$ cat config.mk
export PLATFORM = sky130hd
export DESIGN_NAME = request_slot_retransmit_tracker_top
export DESIGN_NICKNAME = d
export VERILOG_FILES = /design/src/rtl/core/rsrt_pkg.sv /design/src/rtl/core/request_slot_retransmit_tracker_top.sv
export SDC_FILE = /design/constraint.sdc
export NUM_CORES = 1
export LEC_CHECK = 0
export BUFFER_PORTS_ARGS = -buffer_cell sky130_fd_sc_hd__buf_4
export CORE_MARGIN = 3
export CORE_UTILIZATION = 60
export DETAILED_ROUTE_END_ITERATION = 12
export PLACE_DENSITY = 0.84
export SLEW_MARGIN = 5
export SYNTH_ARGS = -nofsm -noshare
export SYNTH_HDL_FRONTEND = slang
export SYNTH_SLANG_ARGS = --single-unit
$ cat constraint.sdc
create_clock -name clock -period 7.75 [get_ports clock]
set_clock_uncertainty 0.1 [all_clocks]
set_input_delay 1.55 -clock clock [delete_from_list [all_inputs] [get_ports clock]]
set_output_delay 1.55 -clock clock [all_outputs]
set_load 0.02 [all_outputs]
$ cat src/rtl/core/rsrt_pkg.sv
// ============================================================================
// Request slot retransmit tracker package
// Widths, codes and reset values shared by the tracker.
// ============================================================================
package rsrt_pkg;

   localparam int SLOTS    = 16;
   localparam int SLOT_W   = $clog2(SLOTS);
   localparam int TAG_W    = 24;
   localparam int TIME_W   = 32;
   localparam int WAIT_W   = 16;
   localparam int CNT_W    = 16;
   localparam int OUTS_W   = 5;
   localparam int RETRY_W  = 4;
   localparam int BACKOFF_W = 11;

   localparam logic [1:0] ACT_SUBMIT   = 2'd0;
   localparam logic [1:0] ACT_RESPONSE = 2'd1;
   localparam logic [1:0] ACT_TICK     = 2'd2;

   localparam logic [2:0] KIND_SEND    = 3'd0;
   localparam logic [2:0] KIND_FULL    = 3'd1;
   localparam logic [2:0] KIND_DONE    = 3'd2;
   localparam logic [2:0] KIND_IGNORED = 3'd3;
   localparam logic [2:0] KIND_RESEND  = 3'd4;
   localparam logic [2:0] KIND_FAILED  = 3'd5;

   localparam logic CSR_BACKOFF = 1'b0;
   localparam logic CSR_LIMIT   = 1'b1;

   localparam logic [BACKOFF_W-1:0] BACKOFF_RESET = 11'd100;
   localparam logic [RETRY_W-1:0]   LIMIT_RESET   = 4'd10;

   typedef struct packed {
      logic [2:0]        kind;
      logic [SLOT_W-1:0] slot;
      logic [TAG_W-1:0]  tag;
      logic [OUTS_W-1:0] outstanding;
   } result_type;

endpackage

$ cat src/rtl/core/request_slot_retransmit_tracker_top.sv
// ============================================================================
// Request slot retransmit tracker
// Submit takes the lowest free slot, a response frees a matching slot, and a
// tick checks every slot in turn, resending or failing expired requests.
// A submit examines one slot a cycle, starting at slot 0, until it finds a
// free slot or reaches the last one.
// One transfer at a time; the shared 32-bit adder that tests and
// sets deadlines is used once a cycle under the sequencer.
// Reset clears the busy bits, counters, time and the response valid flag and
// restores the register defaults; the slot payload tables are not cleared.
// ============================================================================
module request_slot_retransmit_tracker_top
   import rsrt_pkg::*;
(
   input  logic        clock,
   input  logic        reset,
   input  logic        req_tvalid,
   output logic        req_tready,
   input  logic [39:0] req_tdata,   // first_wait[15:0], resp_tag[39:16]
   input  logic [1:0]  req_tuser,   // action[1:0]
   output logic        rsp_tvalid,
   input  logic        rsp_tready,
   output logic [39:0] rsp_tdata,   // slot[3:0], tag[27:4], outstanding[32:28], zeros
   output logic [2:0]  rsp_tuser,   // kind[2:0]
   output logic        rsp_tlast,
   input  logic        csr_valid,
   output logic        csr_ready,
   input  logic        csr_index,
   input  logic [10:0] csr_wdata
);

   typedef enum logic [2:0] {
      ST_IDLE, ST_SUBMIT, ST_RESP, ST_TEST, ST_UPDATE, ST_FLUSH
   } state_type;

   localparam logic [SLOT_W-1:0] LAST_SLOT = SLOT_W'(SLOTS - 1);

   state_type                 state_ff;
   logic [SLOTS-1:0]          busy_ff;
   logic [TAG_W-1:0]          tag_ff      [SLOTS];
   logic [TIME_W-1:0]         deadline_ff [SLOTS];
   logic [RETRY_W-1:0]        retries_ff  [SLOTS];
   logic [CNT_W-1:0]          counter_ff;
   logic [OUTS_W-1:0]         count_ff;
   logic [TIME_W-1:0]         time_ff;
   logic [BACKOFF_W-1:0]      backoff_ff;
   logic [RETRY_W-1:0]        limit_ff;
   logic [SLOT_W-1:0]         idx_ff;
   logic [WAIT_W-1:0]         wait_ff;
   logic [TAG_W-1:0]          rtag_ff;
   logic                      rsp_valid_ff;
   logic                      rsp_last_ff;
   result_type                rsp_ff;
   logic                      pend_valid_ff;
   result_type                pend_ff;

   logic                      out_free;
   logic [TIME_W-1:0]         alu_b;
   logic                      alu_sub;
   logic [TIME_W-1:0]         alu_sum;
   logic [TIME_W-1:0]         backoff_shifted;
   logic [RETRY_W-1:0]        old_retries;
   logic [RETRY_W:0]          new_retries;
   logic                      fail;
   logic                      hit;
   logic                      resp_match;
   logic [TAG_W-1:0]          new_tag;

   assign out_free        = !rsp_valid_ff || rsp_tready;
   assign old_retries     = retries_ff[idx_ff];
   assign new_retries     = {1'b0, old_retries} + (RETRY_W+1)'(1);
   assign fail            = new_retries >= {1'b0, limit_ff};
   assign backoff_shifted = TIME_W'(backoff_ff) << old_retries;
   assign new_tag         = {counter_ff, {(8-SLOT_W){1'b0}}, idx_ff};
   assign resp_match      = (rtag_ff[7:SLOT_W] == '0) && busy_ff[idx_ff]
                            && (tag_ff[idx_ff] == rtag_ff);

   always_comb begin
      alu_b   = '0;
      alu_sub = 1'b0;
      case (state_ff)
         ST_SUBMIT: begin
            alu_b = TIME_W'(wait_ff);
         end
         ST_TEST: begin
            alu_b   = deadline_ff[idx_ff];
            alu_sub = 1'b1;
         end
         ST_UPDATE: begin
            alu_b = backoff_shifted;
         end
         default: begin
            alu_b = '0;
         end
      endcase
      alu_sum = time_ff + (alu_sub ? ~alu_b : alu_b) + TIME_W'(alu_sub);
   end

   assign hit = busy_ff[idx_ff] && !alu_sum[TIME_W-1];

   always_ff @(posedge clock) begin
      if (reset) begin
         state_ff      <= ST_IDLE;
         busy_ff       <= '0;
         counter_ff    <= '0;
         count_ff      <= '0;
         time_ff       <= '0;
         backoff_ff    <= BACKOFF_RESET;
         limit_ff      <= LIMIT_RESET;
         idx_ff        <= '0;
         rsp_valid_ff  <= 1'b0;
         rsp_last_ff   <= 1'b0;
         pend_valid_ff <= 1'b0;
      end else begin
         if (rsp_valid_ff && rsp_tready) begin
            rsp_valid_ff <= 1'b0;
         end
         if (csr_valid) begin
            if (csr_index == CSR_BACKOFF) begin
               backoff_ff <= csr_wdata;
            end else begin
               limit_ff <= csr_wdata[RETRY_W-1:0];
            end
         end
         case (state_ff)
            ST_IDLE: begin
               if (req_tvalid) begin
                  wait_ff <= req_tdata[15:0];
                  rtag_ff <= req_tdata[39:16];
                  case (req_tuser)
                     ACT_SUBMIT: begin
                        idx_ff   <= '0;
                        state_ff <= ST_SUBMIT;
                     end
                     ACT_RESPONSE: begin
                        idx_ff   <= req_tdata[16 +: SLOT_W];
                        state_ff <= ST_RESP;
                     end
                     ACT_TICK: begin
                        idx_ff   <= '0;
                        time_ff  <= time_ff + TIME_W'(1);
                        state_ff <= ST_TEST;
                     end
                     default: begin
                        idx_ff   <= '0;
                        state_ff <= ST_IDLE;
                     end
                  endcase
               end
            end
            ST_SUBMIT: begin
               if (!busy_ff[idx_ff] || idx_ff == LAST_SLOT) begin
                  if (out_free) begin
                     rsp_valid_ff <= 1'b1;
                     rsp_last_ff  <= 1'b1;
                     state_ff     <= ST_IDLE;
                     if (!busy_ff[idx_ff]) begin
                        busy_ff[idx_ff]     <= 1'b1;
                        tag_ff[idx_ff]      <= new_tag;
                        deadline_ff[idx_ff] <= alu_sum;
                        retries_ff[idx_ff]  <= '0;
                        counter_ff          <= counter_ff + CNT_W'(1);
                        count_ff            <= count_ff + OUTS_W'(1);
                        rsp_ff <= '{kind: KIND_SEND, slot: idx_ff, tag: new_tag,
                                    outstanding: count_ff + OUTS_W'(1)};
                     end else begin
                        rsp_ff <= '{kind: KIND_FULL, slot: '0, tag: '0,
                                    outstanding: count_ff};
                     end
                  end
               end else begin
                  idx_ff <= idx_ff + SLOT_W'(1);
               end
            end
            ST_RESP: begin
               if (out_free) begin
                  rsp_valid_ff <= 1'b1;
                  rsp_last_ff  <= 1'b1;
                  state_ff     <= ST_IDLE;
                  if (resp_match) begin
                     busy_ff[idx_ff] <= 1'b0;
                     count_ff        <= count_ff - OUTS_W'(1);
                     rsp_ff <= '{kind: KIND_DONE, slot: idx_ff, tag: rtag_ff,
                                 outstanding: count_ff - OUTS_W'(1)};
                  end else begin
                     rsp_ff <= '{kind: KIND_IGNORED, slot: rtag_ff[SLOT_W-1:0],
                                 tag: rtag_ff, outstanding: count_ff};
                  end
               end
            end
            ST_TEST: begin
               if (hit) begin
                  state_ff <= ST_UPDATE;
               end else if (idx_ff == LAST_SLOT) begin
                  state_ff <= ST_FLUSH;
               end else begin
                  idx_ff <= idx_ff + SLOT_W'(1);
               end
            end
            ST_UPDATE: begin
               if (!pend_valid_ff || out_free) begin
                  if (pend_valid_ff) begin
                     rsp_ff       <= pend_ff;
                     rsp_last_ff  <= 1'b0;
                     rsp_valid_ff <= 1'b1;
                  end
                  pend_valid_ff       <= 1'b1;
                  deadline_ff[idx_ff] <= alu_sum;
                  retries_ff[idx_ff]  <= new_retries[RETRY_W-1:0];
                  if (fail) begin
                     busy_ff[idx_ff] <= 1'b0;
                     count_ff        <= count_ff - OUTS_W'(1);
                     pend_ff <= '{kind: KIND_FAILED, slot: idx_ff, tag: tag_ff[idx_ff],
                                  outstanding: count_ff - OUTS_W'(1)};
                  end else begin
                     pend_ff <= '{kind: KIND_RESEND, slot: idx_ff, tag: tag_ff[idx_ff],
                                  outstanding: count_ff};
                  end
                  if (idx_ff == LAST_SLOT) begin
                     state_ff <= ST_FLUSH;
                  end else begin
                     idx_ff   <= idx_ff + SLOT_W'(1);
                     state_ff <= ST_TEST;
                  end
               end
            end
            ST_FLUSH: begin
               if (!pend_valid_ff) begin
                  state_ff <= ST_IDLE;
               end else if (out_free) begin
                  rsp_ff        <= pend_ff;
                  rsp_last_ff   <= 1'b1;
                  rsp_valid_ff  <= 1'b1;
                  pend_valid_ff <= 1'b0;
                  state_ff      <= ST_IDLE;
               end
            end
            default: begin
               state_ff <= ST_IDLE;
            end
         endcase
      end
   end

   assign req_tready = (state_ff == ST_IDLE) && !reset;
   assign csr_ready  = !reset;
   assign rsp_tvalid = rsp_valid_ff;
   assign rsp_tlast  = rsp_last_ff;
   assign rsp_tuser  = rsp_ff.kind;
   assign rsp_tdata  = {7'b0, rsp_ff.outstanding, rsp_ff.tag, rsp_ff.slot};

`ifndef SYNTHESIS
   a_count_matches_busy: assert property (@(posedge clock) disable iff (reset)
      count_ff == OUTS_W'($countones(busy_ff)))
      else $error("Outstanding count differs from the number of busy slots.");

   a_pending_only_in_tick: assert property (@(posedge clock) disable iff (reset)
      pend_valid_ff |-> (state_ff == ST_TEST || state_ff == ST_UPDATE
                         || state_ff == ST_FLUSH))
      else $error("A held tick result survived the end of its tick.");

   a_send_marks_busy: assert property (@(posedge clock) disable iff (reset)
      (state_ff == ST_SUBMIT && out_free && !busy_ff[idx_ff])
      |=> (rsp_valid_ff && rsp_ff.kind == KIND_SEND && busy_ff[rsp_ff.slot]))
      else $error("A send transfer does not refer to a newly occupied slot.");
`endif

endmodule
== Yosys cells after proc, flatten, opt, wreduce, memory -nomap -nowiden ==
Memories as Yosys holds them, arrays and structs flattened. A register that Yosys moved wholly into a read port is not among the register bits.
Index checks and enable logic that the tools add are counted.
Widths: inputs -> output; s select.

* Latch bits: 0
* ROM bits: 0
* Memory bits (writable): 896
* Memories kept: 3
* Output and inout bits: 47
* Flip-flop bits (word level): 206

{| class="wikitable"
|+ Memory list
! name !! words !! bits a word !! rd ports !! clocked after memory_dff !! wr ports !! RTL line !! RTL
|-
| deadline_ff || 16 || 32 || 1 || 1 || 1 || request_slot_retransmit_tracker_top.sv:41 || <nowiki>logic [TIME_W-1:0] deadline_ff [SLOTS];</nowiki>
|-
| tag_ff || 16 || 20 || 1 || 1 || 1 || request_slot_retransmit_tracker_top.sv:40 || <nowiki>logic [TAG_W-1:0] tag_ff [SLOTS];</nowiki>
|-
| retries_ff || 16 || 4 || 1 || 1 || 1 || request_slot_retransmit_tracker_top.sv:42 || <nowiki>logic [RETRY_W-1:0] retries_ff [SLOTS];</nowiki>
|}

* Bitwise operators: 9
* Magnitude comparators: 3
* Mux-type cells: 86
* Shift operators: 1
* Div/mod/pow operators: 0
* Equal/unequal tests: 23
* Add/sub/neg operators: 8
* $mul: 0
* Reduce and logical (&&, ||, !) cells: 33

{| class="wikitable"
|+ Operators by type and width
! cell !! count
|-
| $mux 36 || 7
|-
| $pmux 36 s4 || 1
|-
| $mux 16 || 7
|-
| $mux 34 || 3
|-
| $pmux 32 s3 || 1
|-
| $mux 32 || 2
|-
| $mux 4 || 13
|-
| $pmux 16 s3 || 1
|-
| $mux 5 || 7
|-
| $add 32x1->32 || 1
|-
| $add 32x1->32 const B || 1
|-
| $add 32x32->32 || 1
|-
| $not 32->32 || 1
|-
| $shl 11x4->32 || 1
|-
| $mux 1 || 27
|-
| $ne 2x2->1 const B || 13
|-
| $eq 24x24->1 || 1
|-
| $mux 3 || 8
|-
| $pmux 3 s6 || 1
|-
| $add 16x1->16 const B || 1
|-
| $and 16x16->16 || 1
|-
| $not 16->16 || 1
|-
| $or 16x16->16 || 1
|-
| $pmux 4 s4 || 1
|-
| 37 further kinds || 61
|}

== Depth between registers and ports, before layout ==
Gate-level depths: netlist of the first run.

* Depth after elaboration: 12
* Depth in mapped cells: 23

== Worst setup path before layout of the first run ==
Ideal clock, no wire load.

* Path type: input -> register
* From: input rsp_tready
* To: memory deadline_ff[12][0] (enable)
* Path buffers: 2
* Cell stages on the path: 7
* Data required time: 7.221 ns
* Library setup time: 0.429 ns
* Arrival: 6.485 ns
* Slack: 0.735 ns
* Path through: nor2b_1 -> clkbuf_1 -> and2_1 -> nor3_1 -> a21oi_1 -> clkbuf_1 -> nor2_1

* Cells in the longest elaborated chain, start to end: 7

{| class="wikitable"
|+ RTL lines
! what !! RTL line !! RTL
|-
| start: declaration || request_slot_retransmit_tracker_top.sv:22 || <nowiki>input logic rsp_tready,</nowiki>
|-
| $logic_or 1x1->1 (*) || request_slot_retransmit_tracker_top.sv:69 || <nowiki>assign out_free = !rsp_valid_ff || rsp_tready;</nowiki>
|-
| $mux 1 or $logic_or 1x1->1 (tied branches) || request_slot_retransmit_tracker_top.sv:153, request_slot_retransmit_tracker_top.sv:201 ||
|-
| $mux 1 (on tied branches) || request_slot_retransmit_tracker_top.sv:152, request_slot_retransmit_tracker_top.sv:201 ||
|-
| $mux 1 || request_slot_retransmit_tracker_top.sv:125 || <nowiki>case (state_ff)</nowiki>
|-
| $mux 1 || request_slot_retransmit_tracker_top.sv:102 || <nowiki>if (reset) begin</nowiki>
|-
| $mux 1 (on tied branches) || request_slot_retransmit_tracker_top.sv:160, request_slot_retransmit_tracker_top.sv:208 ||
|-
| $or 1x1->1 (no line) (*) || -- ||
|-
| end: declaration || request_slot_retransmit_tracker_top.sv:41 ||
|}

Mark *: on every way between the ends. The rest lies on a longest branch, timed or not.

==> summary.md, run 1 <==
| Metric | Value |
|---|---|
| Critical-path maximum fanout | 74 |
| Critical Path Sink Type | register |
| Power share of the clock group | 37.3% |
| Die H | 282 um |
| Psw | 0.00362 W |
| Die Width | 282 um |
| Resize count post-CTS | 0 |
| Post-synth EDFFs | 1002 |
| Cells after Synth | 2573 |
| Post-synthesis sequential area ratio | 70.4% |
| Area contributors post-synth | edfxtp_1 (66%), mux4_2 (13%), dfxtp_1 (4.3%) |
| Worst skew pair latency | 0.67 ns |
| Share of layout cells above drive strength 1 | 23.5% |
| Top FF cell, synth | edfxtp_1 |
| CTS Sinks | 1100 |
| WP data required | 7.96 ns |
| Switching portion of total power | 25.2% |
| DRC viols | 0 |
| DR WL/cell | 30.9 um |
| Number of port buffers | 98 |
| Synth area leader | edfxtp_1 |
| Yosys reg bits | 1100 |
| Tcrit/Tclk final | 87.6% |
| RSZ-0062 raised after global routing | no |
| Worst slew pin tran | 1.27 ns |
| Cell area after synthesis | 0.0455 sq mm |
| Pwr dens | 280 mW/mm^2 |
| Startpoint types | register |
| Final ANT Viol Nets | 0 |
| Clock tree buffer depth | 3 |
| Flop pwr share | 47.6% |
| Post-DP HPWL | 67800 um |
| Final WL | 116000 um |
| Most frequent cell after synthesis | edfxtp_1 |
| Setup_tns | 0 ns |
| Die ar. | 0.0792 sq mm |
| YS warnings | 0 |
| Max-Cap Viols | 0 |
| Fraction of registers with async set/reset | 0% |
| # rows | 100 |
| Crit Path Class | register to register |
| Total Routing Usage GR | 29.8% |
| Fmax | 0.147 GHz |
| Fin nets | 2812 |
| Vias | 25700 |
| Slew headroom | 14.8% |
| Power Internal | 0.0107 W |
| RR Endpoint | deadline_ff[0][28]$_DFFE_PP_ |
| Comb power frac | 15.1% |
| Library cells used by synthesis | 70 |
| H-tree depth | 3 |
| Vias in the first global route | 26300 |
| CORE AREA | 0.0748 sq mm |
| R2R cell count | 19 |
| VDD IR max | 325 uV |
| Hold_buf cts | 0 |
| Top-area cell type share of the netlist area | 66.1% |
| 1st-pass router iterations | 9 |
| I/O pins | 106 |
| Final hold violation count | 0 |
| Hold crit path type | register to register |
| CTS buffer count | 104 |
| Reg-to-reg slack, setup | 0.96 ns |
| Initial antenna violation count | 1 |
| Initial Util | 60.9% |
| Top cells by count, synth | edfxtp_1 (1002), mux4_2 (272), nor2_1 (153) |
| Fill cells | 4510 |
| First-pass GRT wire length | 172000 um |
| Root Driver | clkbuf_16 |
| DRT iter0 DRCs | 3394 |
| Final core utilization | 68.6% |
| Post-CTS Setup Inserts | 0 |
| Syn Area/Cell | 17.7 sq um |
| Worst hold path depth | 2 |
| LEAKAGE | 16.7 nW |
| Area grow syn2layout | 12.7% |
| GRT Residual Overflow | 0 |
| Final setup viols | 0 |
| CP Data Arrival Time | 7.00 ns |
| Status | finished clean |
| Via density | 6.83 |
| Tmin final | 6.79 ns |
| Worst-path clk slew | 0.06 ns |
| Fin. max-slew vios | 0 |
| Largest net degree at the start of global routing | 92 |
| CTS tree | built |
| GP Congestion | 0.953 |
-- per-layer routing --
layer / track usage [%] / vias up / share of wire [%] / routed length, um
met4: 10.6 / 0 / 3.9 / 4510
met3: 5.23 / 298 / 9.7 / 11300
met2: 48.7 / 1730 / 49 / 57300
met1: 41.2 / 13100 / 37 / 43200
li1: - / 10600 / - / -
met5: 0 / - / 0 / 0
-- metrics by stage --
stage	std cells	hold WS [ns]	instance area [sq um]	setup slack [ns]	power (W)
detailed placement	3568	0.361	47600	0.969	0.00907
finish	3765	0.366	51300	0.957	0.0144
global route	3764	0.388	51300	0.428	0.0148
floorplan	2579	0.332	45600	0.735	0.00839
CTS	3764	0.370	51300	0.922	0.0144
global placement	3568	0.341	47600	1.22	0.00900
-- worst max-delay path: stages, from the launching register on --
cell,delay (ns)
dfxtp_4,0.59
buf_12,0.51
mux2i_1,0.22
mux2i_1,0.54
nand2_1,0.39
inv_1,0.26
nand3_1,0.12
o211ai_1,0.23
mux2i_1,0.22
o31ai_1,0.10
ha_1,0.40
inv_1,0.11
o21ai_0,0.26
nor2b_1,0.08
a211oi_1,0.46
a31oi_1,0.26
o21bai_1,0.23
a221o_1,0.29
a21oi_1,0.11
xnor2_1,0.90
-- state kept, by name, indices dropped and copies added (netlist names), 16 cells and up, named ones only --
name         cells
wait_ff         16
rsp_tdata       33
deadline_ff    512
retries_ff      64
tag_ff         320
rtag_ff         24
time_ff         32
pend_ff         30
counter_ff      16
-- cell type report --
| class | instances | area, sq um | area share [%] |
|---|---|---|---|
| clock inverter | 63 | 776 | 1.51 |
| multi-input combinational | 1285 | 13000 | 25.3 |
| tap | 969 | 1210 | 2.36 |
| timing repair buffer | 154 | 1180 | 2.30 |
| sequential | 1100 | 32100 | 62.5 |
| inverter | 60 | 225 | 0.439 |
| antenna | 1 | 2.50 | 0.00488 |
| clock buffer | 133 | 2860 | 5.58 |
-- power by group through the flow --
stage          Combinational (W)  Clock (W)  Sequential (W)
4_1_cts                  0.00215    0.00539         0.00684
3_3_place_gp             0.00206          0         0.00695
5_1_grt                  0.00230    0.00562         0.00685
3_5_place_dp             0.00212          0         0.00696
2_1_floorplan            0.00146          0         0.00693
6_report                 0.00217    0.00535         0.00684
-- cells by family after synthesis --
logic type / Yosys count / synth area share [%]
compound gates: 329 / 4.71
xor+xnor: 96 / 1.85
fa+ha+maj: 48 / 1.34
buf+inv: 194 / 1.81
flops: 1100 / 70.4
mux: 353 / 15.3
other cells: 1 / 0.00823
simple gates: 452 / 4.65
-- layout by cell type, fill, tap and decap left out, types with 49 or more instances in the layout --
master	netlist	routed
edfxtp_1	1002	1002
mux4_2	272	272
buf_4	10	152
nor2_1	153	121
nand2_1	117	117
clkbuf_16	0	106
a21oi_1	100	99
dfxtp_1	98	94
mux2i_1	72	71
o21ai_0	67	67
inv_1	56	56
xnor2_1	52	49
-- worst max-delay path by stage --
| stage | startpoint | endpoint | slack (ns) | depth (start not counted) |
|---|---|---|---|---|
| floorplan | rsp_tready | deadline_ff[12][0]$_DFFE_PP_ | 0.74 | 7 |
| global placement | register | deadline_ff[0][30]$_DFFE_PP_ | 1.22 | 18 |
| detailed placement | register | deadline_ff[3][30]$_DFFE_PP_ | 0.97 | 18 |
| CTS | register | deadline_ff[5][30]$_DFFE_PP_ | 0.92 | 18 |
| global route | register | deadline_ff[1][28]$_DFFE_PP_ | 0.43 | 19 |
| finish | register | deadline_ff[0][28]$_DFFE_PP_ | 0.96 | 19 |
Note: power is estimated with default switching activity, not from simulation.
==> inputs of run 2 (changes only) <==
Settings changed: CELL_PAD_IN_SITES_DETAIL_PLACEMENT from default to 1, CELL_PAD_IN_SITES_GLOBAL_PLACEMENT from default to 1, CORE_UTILIZATION 60 to 54, MAX_ROUTING_LAYER from default to met4, PLACE_DENSITY 0.84 to 0.86.
==> run 2 against run 1 <==
  * Register-to-register slack lost 0.39 ns
  * Count of clock-buffer cells in the layout grew 11
  * Global-route usage grew 1.4 points
  * Worst setup slack lost 0.39 ns
  * Sequential power is essentially flat
  * Flip-flop and latch count is the same
  * Critical path type unchanged
  * Critical endpoint is now state_ff[1]$_SDFFE_PP0P_
==> summary.md, run 2 (synthesis gave the netlist of run 1 again) <==
| Metric | Value |
|---|---|
| GP Congestion | 0.957 (+0.44%) |
| Worst skew pair latency | 0.70 ns (+0.03 ns) |
| 1st-pass router iterations | 6 (-3) |
| Via density | 6.77 (-0.95%) |
| Switching portion of total power | 26.2% (+1.0 points) |
| Number of port buffers | 98 (unchanged) |
| Share of layout cells above drive strength 1 | 23.9% (+0.36 points) |
| Reg-to-reg slack, setup | 0.56 ns (-0.39 ns) |
| Resize count post-CTS | 0 (unchanged) |
| CORE AREA | 0.0828 sq mm (+11%) |
| Total Routing Usage GR | 31.2% (+1.4 points) |
| Max reg flops | 512 (unchanged) |
| # rows | 105 (+5.0%) |
| Initial antenna violation count | 0 (-1) |
| Final ANT Viol Nets | 0 (unchanged) |
| Worst hold slack | 0.366 ns (+0.000521 ns) |
| Final hold violation count | 0 (unchanged) |
| Worst-path clk slew | 0.06 ns (about the same) |
| Largest Register | deadline_ff |
| Largest regs | deadline_ff (512), tag_ff (320), retries_ff (64) |
| Vias | 26300 (+2.1%) |
| Critical-path maximum fanout | 29 (-61%) |
| CTS buffer count | 108 (+3.8%) |
| Final WL | 131000 um (+13%) |
| CTS tree | built |
| Fin. max-slew vios | 0 (unchanged) |
| Critical Path Sink Type | register |
| Die ar. | 0.0879 sq mm (+11%) |
| Area grow syn2layout | 13.0% |
| Vias in the first global route | 27700 (+5.4%) |
| Power share of the clock group | 36.6% (-0.7 points) |
| RR Endpoint | state_ff[1]$_SDFFE_PP0P_ |
| Tmin final | 7.19 ns (+0.395 ns) |
| Post-CTS Setup Inserts | 0 (unchanged) |
| Fmax | 0.139 GHz (-5.5%) |
| Flop pwr share | 47.8% (+0.2 points) |
| GRT Residual Overflow | 0 (unchanged) |
| Initial Util | 55.0% (-5.8 points) |
| WP data required | 8.23 ns (+0.27 ns) |
| Comb power frac | 15.5% (+0.4 points) |
| Max-Cap Viols | 0 (unchanged) |
| Most common cell after layout, fill and taps aside | edfxtp_1 |
| Dpl cell area | 0.0478 sq mm (+0.41%) |
| Placement Setup Slack | 0.723 ns (-0.246 ns) |
| RSZ-0062 raised after global routing | no |
| Startpoint types | register |
| H-tree depth | 3 (unchanged) |
| DR WL/cell | 33.8 um (+9.4%) |
| Fin area | 0.0515 sq mm (+0.32%) |
| CP Data Arrival Time | 7.67 ns (+0.67 ns) |
| Worst hold path depth | 2 (unchanged) |
| Hold_buf cts | 0 (unchanged) |
| Power Internal | 0.0106 W (-1.4%) |
| Worst slew pin tran | 1.33 ns (+0.0656 ns) |
| Setup_tns | 0 ns (unchanged) |
| CTS Sinks | 1100 (unchanged) |
| Final setup viols | 0 (unchanged) |
| R2R cell count | 18 (-1) |
| DRT iter0 DRCs | 3271 (-3.6%) |
| Root Driver | clkbuf_16 |
| Die H | 296 um (+5.3%) |
| Tcrit/Tclk final | 92.7% (+5.1 points) |
| Hold crit path type | register to register |
| Clock tree buffer depth | 3 (unchanged) |
| Largest net degree at the start of global routing | 80 (-13%) |
| Fin nets | 2827 (+0.53%) |
| I/O pins | 106 (unchanged) |
| Post-DP HPWL | 76800 um (+13%) |
| Die Width | 296 um (+5.3%) |
| Crit Path Class | register to register |
| Status | finished clean |
| First-pass GRT wire length | 190000 um (+11%) |
| VDD IR max | 233 uV (-28%) |
| LEAKAGE | 16.7 nW (+0.43%) |
| Slew headroom | 11.1% (-3.8 points) |
| DRC viols | 0 (unchanged) |
| Most frequent cells in the layout | edfxtp_1 (1002), mux4_2 (272), buf_4 (163) |
| Psw | 0.00376 W (+3.9%) |
| Pwr dens | 279 mW/mm^2 (-0.39%) |
| Fill cells | 7062 (+57%) |
| Final worst setup slack | 0.562 ns (-0.395 ns) |
==> run 2: cell types whose count changed in the layout (fill, tap and decap cells not counted), moves of 3 or more <==
cell and delta:
xor2_1 -3, clkinv_1 +4, xnor2_1 -5, clkbuf_16 +11, clkinv_2 +4, clkbuf_1 +5
bufinv_16 -10, xor2_2 +3, clkbuf_8 -5, xnor2_2 +5, buf_4 +11
==> run 2: stage by stage <==
step	power [W]	cells	utilization (%)
final	0.0143	3883	62.2
after global routing	0.0148	3882	62.2
after CTS	0.0144	3882	62.1
after detailed placement	0.00915	3680	57.8
after global placement	0.00901	3680	57.8
after floorplan	0.00839	2579	-
==> run 2: layout make-up <==
type                            count  area, sq um  share of cell area [%]
Multi-Input combinational cell   1285        13000                    25.3
Antenna cell                        1         2.50                 0.00486
Timing Repair Buffer              165         1260                    2.45
Sequential cell                  1100        32100                    62.3
Clock inverter                     58          465                   0.904
Tap cell                         1070         1340                    2.60
Inverter                           60          225                   0.437
Clock buffer                      144         3090                    6.00
==> run 2: per-layer routing <==
layer / global-route usage (%) / up-vias / part of all wire [%]
met5: - / - / 0
met4: 13.8 / 0 / 5.0
met3: 4.83 / 389 / 8.3
met2: 50.8 / 1594 / 50
met1: 39.2 / 13700 / 37
li1: - / 10600 / -
==> run 2: how the worst max path moves through the flow <==
stage | endpoint | slack, ns | cells past startpoint
final | state_ff[1]$_SDFFE_PP0P_ | 0.56 | 18
after global routing | state_ff[0]$_SDFFE_PP0P_ | 0.12 | 18
after CTS | state_ff[1]$_SDFFE_PP0P_ | 0.66 | 18
after detailed placement | state_ff[1]$_SDFFE_PP0P_ | 0.72 | 13
after global placement | state_ff[0]$_SDFFE_PP0P_ | 1.11 | 13
after floorplan | deadline_ff[12][0]$_DFFE_PP_ | 0.74 | 7
==> run 2: critical path: stages, from the launching register on <==
cell     delay (ns)
dfxtp_4        0.75
mux4_2         0.59
mux4_2         0.77
mux2i_1        0.37
mux2i_1        0.18
a21oi_1        0.31
nor2_1         0.07
nor2_1         0.13
o21ai_0        0.11
ha_1           0.45
nand4_1        0.21
or4_1          0.57
nor3b_1        0.28
nand2_1        0.09
a211o_1        0.34
and3_1         0.21
xor2_1         0.89
o21ai_0        0.25
o41ai_1        0.33
==> run 2: power groups by stage <==
| stage | sequential, W | clock (W) | combinational [W] |
|---|---|---|---|
| after CTS | 0.00686 | 0.00532 | 0.00220 |
| final | 0.00686 | 0.00526 | 0.00223 |
| after global routing | 0.00687 | 0.00555 | 0.00236 |
| after global placement | 0.00697 | 0 | 0.00204 |
| after detailed placement | 0.00699 | 0 | 0.00217 |
| after floorplan | 0.00693 | 0 | 0.00146 |
